**src/hw/rtl/drs_pkg.sv**
```systemverilog
// ----------------------------------------------------------------------------
// drs_pkg
// Shared types, constants and the sort-key function of the date sorter.
// ----------------------------------------------------------------------------
package drs_pkg;

  localparam int MAX_ITEMS  = 64;
  localparam int RADIX      = 256;
  localparam int KEY_DIGITS = 4;

  localparam int ALL_DIGITS = 4;
  localparam int DIGIT_W    = (RADIX > 1) ? $clog2(RADIX) : 1;
  localparam int KEY_W      = ALL_DIGITS * DIGIT_W;
  localparam int COUNT_W    = $clog2(MAX_ITEMS + 1);

  typedef struct packed {
    logic [15:0] year;
    logic [3:0]  month;
    logic [4:0]  day;
  } date_t;

  typedef logic [KEY_W-1:0] key_t;

  typedef struct packed {
    logic insert;
    logic shift;
  } cell_ctl_t;

  typedef enum logic [0:0] {
    ST_LOAD,
    ST_EMIT
  } state_t;

  // Digits from least significant: day, month, year low, year high.
  // Digits below the key range compare equal.
  function automatic key_t sort_key(date_t d);
    logic [DIGIT_W-1:0] dg [ALL_DIGITS];
    key_t               k;
    dg[0] = DIGIT_W'(32'(d.day) % RADIX);
    dg[1] = DIGIT_W'(32'(d.month) % RADIX);
    dg[2] = DIGIT_W'(32'(d.year) % RADIX);
    dg[3] = DIGIT_W'((32'(d.year) / RADIX) % RADIX);
    k = '0;
    for (int s = 0; s < ALL_DIGITS; s++) begin
      if (s >= ALL_DIGITS - KEY_DIGITS) begin
        k[s*DIGIT_W +: DIGIT_W] = dg[s];
      end
    end
    return k;
  endfunction

endpackage

```
**src/hw/rtl/drs_cell.sv**
```systemverilog
// ----------------------------------------------------------------------------
// drs_cell
// One slot of the insertion chain: holds a date, takes the new date or its
// left neighbor's on insert, takes its right neighbor's on shift-out.
// ----------------------------------------------------------------------------
module drs_cell (
  input  logic              clk,
  input  logic              rst,
  input  drs_pkg::cell_ctl_t ctl,
  input  drs_pkg::date_t    new_date,
  input  drs_pkg::key_t     new_key,
  input  drs_pkg::date_t    prev_date,
  input  logic              prev_valid,
  input  logic              prev_less,
  input  drs_pkg::date_t    next_date,
  input  logic              next_valid,
  output drs_pkg::date_t    date,
  output logic              valid,
  output logic              less
);
  import drs_pkg::*;

  date_t date_next;
  logic  valid_next;

  // New date sorts before this slot; empty slots act as +infinity.
  assign less = !valid || (new_key < sort_key(date));

  always_comb begin
    date_next  = date;
    valid_next = valid;
    if (ctl.insert && less) begin
      if (prev_less) begin
        date_next  = prev_date;
        valid_next = prev_valid;
      end else begin
        date_next  = new_date;
        valid_next = 1'b1;
      end
    end else if (ctl.shift) begin
      date_next  = next_date;
      valid_next = next_valid;
    end
  end

  always_ff @(posedge clk) begin
    date <= date_next;
    if (rst) begin
      valid <= 1'b0;
    end else begin
      valid <= valid_next;
    end
  end

endmodule

```
**config.mk**
```make
export PLATFORM = sky130hd
export DESIGN_NAME = drs_cell
export DESIGN_NICKNAME = d
export VERILOG_FILES = /design/src/hw/rtl/drs_pkg.sv /design/src/hw/rtl/drs_cell.sv
export SDC_FILE = /design/constraint.sdc
export NUM_CORES = 1
export LEC_CHECK = 0
export ABC_AREA = 1
export BUFFER_PORTS_ARGS = -buffer_cell sky130_fd_sc_hd__buf_2
export CAP_MARGIN = 30
export CORE_MARGIN = 3
export CORE_UTILIZATION = 44
export CTS_BUF_LIST = sky130_fd_sc_hd__clkbuf_2 sky130_fd_sc_hd__clkbuf_4 sky130_fd_sc_hd__clkbuf_8
export DETAILED_ROUTE_END_ITERATION = 12
export PLACE_DENSITY = 0.83
export SLEW_MARGIN = 40
export SYNTH_ARGS = -nofsm -noshare
export SYNTH_HDL_FRONTEND = slang
export SYNTH_SLANG_ARGS = --single-unit
export TNS_END_PERCENT = 50
```
**constraint.sdc**
```tcl
create_clock -name clk -period 2.85 [get_ports clk]
set_input_delay 0.4275 -clock clk [delete_from_list [all_inputs] [get_ports clk]]
set_output_delay 0.4275 -clock clk [all_outputs]
set_load 0.01 [all_outputs]
```
==> flow_metrics.py, run 1 <==
metrics = {
    "cells_and_area": {
        "n_antenna_cell": 0,
        "syn_to_final_growth_pct": 35.7,
        "fin_nets": 530,
        "drive_above_1_share": 0.501,
        "fin_area_um2": 2990,
    },
    "critical_path": {
        "cp.arrival_ns": 1.93,
        "slowest_stage": "edfxtp_1",
        "cpPeakStageDelay_ns": 0.39,
        "startpoint": "date[24]$_DFFE_PP_",
        "r2r_slack_ns": 0.57,
        "critPathCaptureType": "output pin",
        "crit_path_start_kind": "flip-flop",
        "critical_path.cell_chain": "inv_1 > ha_1 > nand2_2 > nor2_4 > nand4_2 > nor4_2 > nand2_1 > nand2_1 > nand2_2 > buf_2",
        "worstReg2RegStart": "date[3]$_DFFE_PP_",
        "crit_end": "less",
        "path_max_fanout": 3,
        "reg2reg_to": "date[8]$_DFFE_PP_",
        "r2r_cells": 14,
        "critPathRequiredTime_ns": 2.42,
        "crit_type": "reg2out",
    },
    "sta": {
        "setup_violations": 0,
        "rsz0062_at_grt": "no",
        "slew_headroom": 0.608,
        "max_freq_mhz": 425,
        "hold_ws_ns": 0.304,
        "min_period_ns": 2.35,
        "period_share": 0.826,
        "maxSlewViolCount": 0,
        "clock_skew_ns": 0.00325,
        "tightest_slew_ns": 0.587,
        "hold_viol": 0,
        "setup_tns_ns": 0,
    },
    "floorplanning": {
        "ios": 141,
        "die_area_um2": 5890,
        "core_um2": 4790,
        "fp.dieW_um": 76.8,
        "rows": 25,
        "initial_utilization": 0.460,
        "die_y_um": 76.8,
    },
    "yosys": {
        "synth_ff_type": "edfxtp_1",
        "synth_area_leaders": "edfxtp_1, ha_1, nand2_1, o211ai_2, or2_2",
        "synth_warnings": 0,
        "synth_most_common_cell": "nand2_1",
        "ys_async_sr_fraction": 0,
        "synth_top_area_share": 0.341,
        "synth_top_area_cell": "edfxtp_1",
        "synth_top_cells_by_count": "nand2_1, inv_1, edfxtp_1, or2_2, ha_1",
        "syn_inst": 254,
        "synth_seq_cells": 26,
        "synth_cell_types": 27,
        "ys_seq_area_frac": 0.350,
        "postSynthAreaPerCell_um2": 8.67,
        "syn_area_um2": 2200,
        "synth-edff-count": 25,
        "syn-num-nets": 392,
    },
    "clocking": {
        "path_clk_slew_ns": 0.09,
        "cts-buffers-inserted": 3,
        "cts.sinks": 26,
        "hold_buffers": 0,
        "post_cts_buffers": 0,
        "clk_path_buf_depth": 2,
        "cts_root_buf": "clkbuf_8",
        "htree_levels": 1,
        "clock_latency_ns": 0.27,
        "cts_resized": 0,
        "cts_tree": "done",
    },
    "place": {
        "dp_hpwl_mm": 5.08,
        "place_congestion": 0.815,
        "post_dp_cell_area_um2": 2920,
        "port_buffers": 140,
    },
    "drt": {
        "drt_iter0_drc": 36,
        "top_layer": "met4",
        "wl_met1_mm": 2.41,
        "post_drt_wl_per_cell_um": 13.1,
        "via_per_inst": 4.83,
        "detail-route-antenna-nets": 0,
        "drtPass1Iterations": 4,
        "routed-wl-met2_mm": 3.07,
        "wl_met3_um": 371,
        "drc_errors": 0,
        "drt-total-wl_mm": 6.01,
        "vias": 2210,
    },
    "job": {
        "maxCapViolations": 0,
    },
    "hold_path": {
        "hp-class": "in2reg",
    },
    "power_and_ir_drop": {
        "powerDensity_nw_per_um2": 417,
        "p_total_w": 0.00125,
        "peakVddDrop_uv": 268,
        "p_leak_nw": 1.63,
    },
    "global_routing": {
        "grt_max_degree": 27,
        "grt_pass1_wl_mm": 9.63,
        "grt_antenna_before_repair": 0,
        "track_usage": 0.198,
        "grt_pass1_vias": 2185,
        "overflow": 0,
    },
    "status": {
        "status": "finished, final reports clean",
    },
}
==> layer usage <==
metal	vias up	track usage
met5	-	0
li1	1122	-
met2	81	0.356
met1	991	0.241
met3	16	0.0246
met4	0	0.0725
==> power breakdown <==
group          switching (W)  total [W]  internal [W]  leakage, nW
Combinational       0.000234   0.000431      0.000196         1.33
Sequential         0.0000292   0.000512      0.000483        0.265
Clock               0.000117   0.000305      0.000188       0.0357
Total               0.000381    0.00125      0.000867         1.63
==> cell usage in the layout (no fill, tap or decap), drive strengths merged <==
master | netlist | final
inv | 33 | 33
buf | 7 | 143
nand3 | 2 | 2
or2 | 25 | 25
nor2 | 7 | 7
edfxtp | 25 | 25
nor4 | 2 | 2
dfxtp | 1 | 1
clkbuf | 3 | 3
a21oi | 12 | 12
ha | 24 | 24
bufinv | 0 | 1
o211ai | 26 | 26
nand2 | 80 | 80
nor3 | 2 | 2
o21ai | 3 | 3
nand4 | 2 | 2
==> registers in the layout, summed over array words and instances (netlist names) <==
name and cells:
valid 1, date 25
==> logic make-up after synthesis <==
group           synth area share
flops                      0.350
compound gates             0.161
fa+ha+maj                  0.136
simple gates               0.254
buf+inv                   0.0988
==> metrics by stage <==
| stage | setup WS [ns] | utilization | std cells |
|---|---|---|---|
| 5_1_grt | 0.347 | 0.625 | 458 |
| 6_report | 0.497 | 0.625 | 458 |
| 4_1_cts | 0.468 | 0.625 | 458 |
| 3_5_place_dp | 0.418 | 0.610 | 454 |
| 3_3_place_gp | 0.506 | 0.610 | 454 |
| 2_1_floorplan | 0.249 | - | 254 |
==> worst min path at each step <==
stage	start	end	slack, ns	cells after the start
5_1_grt	rst	valid$_SDFFE_PP0P_	0.30	2
4_1_cts	rst	valid$_SDFFE_PP0P_	0.30	2
3_5_place_dp	valid$_SDFFE_PP0P_	valid$_SDFFE_PP0P_	0.53	2
2_1_floorplan	rst	valid$_SDFFE_PP0P_	0.49	1
3_3_place_gp	valid$_SDFFE_PP0P_	valid$_SDFFE_PP0P_	0.53	2
6_report	rst	valid$_SDFFE_PP0P_	0.30	2
==> critical path, delay by kind of cell (launching register included) <==
kind	cells	cell delay, ns
DFF	1	0.39
adders and majority gates	1	0.30
and+or+nand+nor	7	0.76
buffers and inverters	2	0.22
==> cell type report <==
cell class,instances,area (µm²)
Fill cell,454,1800
Multi-Input combinational cell,185,1210
Sequential cell,26,771
Timing Repair Buffer,143,723
Inverter,33,126
Tap cell,67,83.8
Clock buffer,3,41.3
Clock inverter,1,30.0
Note: power is estimated with default switching activity, not from simulation.
==> run 2, diff against run 1 <==
- ABC_AREA: 1 -> 0
- CORE_UTILIZATION: 44 -> 43
- clock period: 2.85 -> 2.2 ns (I/O delays scaled with it)
==> flow_metrics.py, run 2 <==
metrics = {
    "critical_path": {
        "critPathRequiredTime_ns": 2.25,
        "reg2reg_to": "date[23]$_DFFE_PP_",
        "critPathCaptureType": "flip-flop",
        "worstReg2RegStart": "date[23]$_DFFE_PP_",
        "crit_type": "reg2reg",
        "r2r_slack_ns": -0.39,
        "crit_path_start_kind": "flip-flop",
        "path_max_fanout": 7,
        "cp.arrival_ns": 2.64,
        "r2r_cells": 11,
    },
    "drt": {
        "drc_errors": 0,
        "wl_met1_mm": 2.25,
        "wl_met3_um": 410,
        "top_layer": "met4",
        "drtPass1Iterations": 4,
        "post_drt_wl_per_cell_um": 15.3,
        "drt_iter0_drc": 42,
        "routed-wl-met2_mm": 3.37,
        "via_per_inst": 5.13,
        "drt-total-wl_mm": 6.10,
        "detail-route-antenna-nets": 0,
        "vias": 2045,
    },
    "floorplanning": {
        "core_um2": 4500,
        "die_area_um2": 5690,
        "initial_utilization": 0.460,
        "rows": 24,
        "fp.dieW_um": 75.4,
        "die_y_um": 75.4,
        "ios": 141,
    },
    "sta": {
        "clock_skew_ns": 0.00814,
        "period_share": 1.18,
        "tightest_slew_ns": 0.338,
        "min_period_ns": 2.59,
        "slew_headroom": 0.775,
        "setup_ws_ns": -0.388,
        "setup_tns_ns": -17.96,
        "max_freq_mhz": 386,
        "setup_violations": 52,
        "maxSlewViolCount": 0,
        "rsz0062_at_grt": "yes",
        "hold_viol": 0,
    },
    "job": {
        "maxCapViolations": 0,
    },
    "yosys": {
        "synth_ff_type": "edfxtp_1",
        "synth_top_area_cell": "edfxtp_1",
        "synth_cell_types": 29,
        "synth_seq_cells": 26,
        "synth_top_area_share": 0.362,
        "syn-num-nets": 319,
        "syn_area_um2": 2070,
        "synth_warnings": 0,
        "syn_inst": 181,
        "synth_most_common_cell": "mux2_2",
        "ys_async_sr_fraction": 0,
        "synth-edff-count": 25,
        "ys_seq_area_frac": 0.372,
        "synth_top_cells_by_count": "mux2_2, inv_1, edfxtp_1, ha_1, a21oi_1",
        "postSynthAreaPerCell_um2": 11.4,
        "synth_area_leaders": "edfxtp_1, mux2_2, ha_1, inv_1, a21oi_1",
    },
    "clocking": {
        "htree_levels": 1,
        "hold_buffers": 0,
        "cts_tree": "done",
        "cts_root_buf": "clkbuf_8",
        "path_clk_slew_ns": 0.10,
        "clock_latency_ns": 0.27,
        "clk_path_buf_depth": 2,
        "cts-buffers-inserted": 3,
        "cts.sinks": 26,
    },
    "power_and_ir_drop": {
        "p_clk_frac": 0.193,
        "powerDensity_nw_per_um2": 496,
        "peakVddDrop_uv": 318,
        "comb_power_share": 0.413,
        "power_switching_w": 0.000481,
        "seqPwrFrac": 0.394,
        "p_leak_nw": 1.69,
        "p_total_w": 0.00165,
        "p_int_w": 0.00117,
        "p_sw_frac": 0.292,
    },
    "cells_and_area": {
        "fin_nets": 486,
        "largest_register_ffs": 25,
        "syn_to_final_growth_pct": 60.3,
        "n_antenna_cell": 0,
        "final_cell_mix": "buf_2, mux2_2, edfxtp_1, inv_1, ha_1",
        "fin_area_um2": 3320,
        "largest_register": "date",
        "nFillCells": 310,
        "largestRegisters": "date (25), valid (1)",
        "fin_util": 0.738,
        "drive_above_1_share": 0.695,
        "final_common_cell": "buf_2",
    },
    "hold_path": {
        "hold_end": "valid$_SDFFE_PP0P_",
        "hp-class": "in2reg",
        "min_from": "rst",
        "min_path_cells": 3,
    },
    "place": {
        "port_buffers": 140,
        "post_dp_cell_area_um2": 2980,
        "dp_hpwl_mm": 4.75,
        "place_congestion": 0.737,
        "dp_worst_setup_slack_ns": -0.458,
    },
    "global_routing": {
        "grt_pass1_vias": 1955,
        "grt_antenna_before_repair": 0,
        "grt_max_degree": 27,
        "track_usage": 0.186,
        "overflow": 0,
        "grt_pass1_wl_mm": 8.22,
    },
    "status": {
        "status": "finished with violations",
        "violations": "setup timing",
    },
}
-- run 2: repair_timing --
item	4_1_cts	5_1_grt
setup endpoints to repair	51	52
pin swaps	0	17
buffers inserted	0	8
cloned	0	3
gates resized for setup	2	47
-- run 2: cell type report --
type | count | area, µm² | share of cell area
clock buffers | 4 | 55.1 | 0.0166
inverters | 26 | 97.6 | 0.0294
multi-input cells | 124 | 1340 | 0.405
flip-flops and latches | 26 | 771 | 0.232
well taps | 52 | 65.1 | 0.0196
repair buffers | 167 | 990 | 0.298
-- run 2: per-stage QoR --
stage,hold slack (ns),cells
2_1_floorplan,0.489,181
3_3_place_gp,0.579,384
3_5_place_dp,0.587,384
4_1_cts,0.289,388
5_1_grt,0.282,399
6_report,0.292,399
-- run 2: power groups by stage --
stage | clock network, W | logic, W | registers (W)
6_report | 0.000319 | 0.000680 | 0.000650
3_3_place_gp | 0 | 0.000546 | 0.000657
2_1_floorplan | 0 | 0.000276 | 0.000686
4_1_cts | 0.000324 | 0.000572 | 0.000649
5_1_grt | 0.000350 | 0.000746 | 0.000657
3_5_place_dp | 0 | 0.000566 | 0.000660
-- run 2: worst max-delay path, cell delays in order (launching register included) --
cell       delay, ns
edfxtp_1        0.38
inv_2           0.05
ha_4            0.26
nand4_1         0.21
a311oi_2        0.39
a2111oi_4       0.09
a21boi_2        0.21
a211oi_4        0.06
buf_6           0.14
buf_6           0.13
or2_4           0.27
clkbuf_16       0.17
-- run 2: cell families (layout without fill, tap and decap cells) --
logic type,count (synthesis),after routing,share of synthesized area
buf+inv,31,197,0.0634
compound gates,23,23,0.0797
fa+ha+maj,24,24,0.145
flops,26,26,0.372
simple gates,26,26,0.0634
mux,51,51,0.277
-- run 2: routing by layer --
layer,vias up,GRT usage
met2,84,0.377
met3,6,0.0343
met5,-,0
li1,1001,-
met1,954,0.196
met4,0,0.0388
-- run 2: worst max-delay path by stage --
| stage | startpoint | end | slack (ns) | cells after the start |
|---|---|---|---|---|
| detailed placement | new_key[29] | date[24]$_DFFE_PP_ | -0.46 | 9 |
| CTS | date[19]$_DFFE_PP_ | date[9]$_DFFE_PP_ | -0.41 | 9 |
| finish | date[23]$_DFFE_PP_ | date[23]$_DFFE_PP_ | -0.39 | 11 |
| global route | date[18]$_DFFE_PP_ | less | -0.55 | 9 |
| global placement | new_key[29] | date[13]$_DFFE_PP_ | -0.43 | 9 |
| floorplan | date[19]$_DFFE_PP_ | date[0]$_DFFE_PP_ | -0.39 | 9 |
==> run 3, diff against run 2 <==
- PLACE_DENSITY: 0.83 -> 0.9
- SETUP_SLACK_MARGIN: unset -> 0.3
==> flow_metrics.py, run 3 (same netlist as run 2, synthesis figures left out) <==
metrics = {
    "hold_path": {
        "min_path_cells": 3,
        "hp-class": "in2reg",
        "min_from": "rst",
        "hold_end": "valid$_SDFFE_PP0P_",
    },
    "place": {
        "dp_hpwl_mm": 5.00,
        "port_buffers": 140,
        "place_congestion": 0.815,
    },
    "cells_and_area": {
        "n_antenna_cell": 0,
        "drive_above_1_share": 0.688,
        "largestRegisters": "date (25), valid (1)",
        "largest_register_ffs": 25,
        "syn_to_final_growth_pct": 55.8,
        "fin_nets": 479,
        "largest_register": "date",
        "nFillCells": 333,
        "fin_util": 0.717,
        "final_cell_mix": "buf_2, mux2_2, edfxtp_1, inv_1, ha_1",
        "final_common_cell": "buf_2",
    },
    "global_routing": {
        "grt_pass1_vias": 2137,
        "track_usage": 0.213,
        "top_usage_layer": "met2",
        "grt_pass1_wl_mm": 9.11,
        "gr-usage-met1": 0.220,
        "overflow": 0,
        "use_met3": 0.0224,
        "use_met2": 0.425,
        "grt_max_degree": 17,
        "grt_antenna_before_repair": 0,
    },
    "floorplanning": {
        "fp.dieW_um": 75.4,
        "initial_utilization": 0.460,
        "rows": 24,
        "die_y_um": 75.4,
        "core_um2": 4500,
        "die_area_um2": 5690,
        "ios": 141,
    },
    "clocking": {
        "clock_latency_ns": 0.27,
        "cts_tree": "done",
        "cts-buffers-inserted": 3,
        "cts_root_buf": "clkbuf_8",
        "clk_path_buf_depth": 2,
        "htree_levels": 1,
        "path_clk_slew_ns": 0.10,
        "cts.sinks": 26,
    },
    "drt": {
        "vias": 1991,
        "drt_iter0_drc": 48,
        "drt-total-wl_mm": 6.07,
        "via_per_inst": 5.08,
        "drtPass1Iterations": 4,
        "post_drt_wl_per_cell_um": 15.5,
        "drc_errors": 0,
        "detail-route-antenna-nets": 0,
    },
    "critical_path": {
        "cp.arrival_ns": 2.67,
        "worstReg2RegStart": "date[16]$_DFFE_PP_",
        "crit_path_start_kind": "flip-flop",
        "cpPeakStageDelay_ns": 0.42,
        "critPathCaptureType": "flip-flop",
        "critPathBufInv": 3,
        "r2r_slack_ns": -0.45,
        "crit_type": "reg2reg",
        "reg2reg_to": "date[9]$_DFFE_PP_",
        "path_max_fanout": 8,
        "r2r_cells": 10,
        "critPathTopFamily": "compound AO/OA/AOI/OAI gates",
        "critical_path.cell_chain": "inv_2 > ha_4 > a21oi_4 > a311oi_2 > a2111oi_4 > a21boi_2 > a211oi_4 > buf_4 > buf_8 > mux2_2",
        "critPathRequiredTime_ns": 2.22,
        "slowest_stage": "edfxtp_1",
    },
    "sta": {
        "setup_ws_ns": -0.450,
        "setup_violations": 52,
        "maxSlewViolCount": 0,
        "tightest_slew_ns": 0.354,
        "slew_headroom": 0.764,
        "rsz0062_at_grt": "yes",
        "period_share": 1.20,
        "min_period_ns": 2.65,
        "clock_skew_ns": 0.00889,
        "max_freq_mhz": 377,
        "hold_ws_ns": 0.296,
        "hold_viol": 0,
    },
    "status": {
        "violations": "setup timing",
        "status": "finished with violations",
    },
    "power_and_ir_drop": {
        "powerDensity_nw_per_um2": 525,
        "peakVddDrop_uv": 297,
        "p_total_w": 0.00169,
        "p_leak_nw": 1.59,
    },
    "job": {
        "maxCapViolations": 0,
    },
}
## run 3: worst reg2reg max path, delay by kind of cell (launching register included)
kind / cells / cell delay, ns
compound gates: 5 / 1.04
flops: 1 / 0.42
buf+inv: 3 / 0.38
mux: 1 / 0.34
fa+ha+maj: 1 / 0.22
## run 3: power by group
part | leakage, nW | switching [W] | internal [W]
logic | 1.30 | 0.000282 | 0.000361
registers | 0.262 | 0.0000365 | 0.000617
clock network | 0.0357 | 0.000154 | 0.000243
## run 3: worst max-delay path by stage
stage | startpoint | endpoint | depth (start not counted)
final | date[16]$_DFFE_PP_ | date[9]$_DFFE_PP_ | 10
after global placement | new_key[26] | date[9]$_DFFE_PP_ | 9
after CTS | date[16]$_DFFE_PP_ | date[9]$_DFFE_PP_ | 10
after floorplan | date[19]$_DFFE_PP_ | date[0]$_DFFE_PP_ | 9
after global routing | date[10]$_DFFE_PP_ | date[9]$_DFFE_PP_ | 10
after detailed placement | new_key[26] | date[9]$_DFFE_PP_ | 9
## run 3: per-stage QoR
stage,instances,cell area (µm²),worst slack [ns],setup TNS [ns]
after global placement,384,3000,-0.493,-22.64
after detailed placement,384,3000,-0.584,-26.69
final,392,3230,-0.450,-20.74
after global routing,392,3230,-0.557,-26.93
after CTS,391,3150,-0.427,-19.99
after floorplan,181,2110,-0.389,-17.70
## run 3: routing by layer
layer	wire, µm	up-vias
met5	0	-
met4	146	0
met3	345	10
met2	3320	78
met1	2260	918
li1	-	985
## run 3: timing repair
action                                  4_1_cts  5_1_grt
endpoints found under the setup margin       52       52
resized for setup                            10       18
gates cloned                                  1        0
hold buffers                                  0        0
pin swaps                                     1        7
setup buffers                                 2        1
## run 3: cell type report
cell class / instances / area (µm²) / area share
clock buffers: 3 / 41.3 / 0.0128
clock inverters: 1 / 30.0 / 0.00930
inverters: 26 / 97.6 / 0.0302
multi-input cells: 124 / 1320 / 0.410
flip-flops and latches: 26 / 771 / 0.239
well taps: 52 / 65.1 / 0.0202
repair buffers: 160 / 900 / 0.279
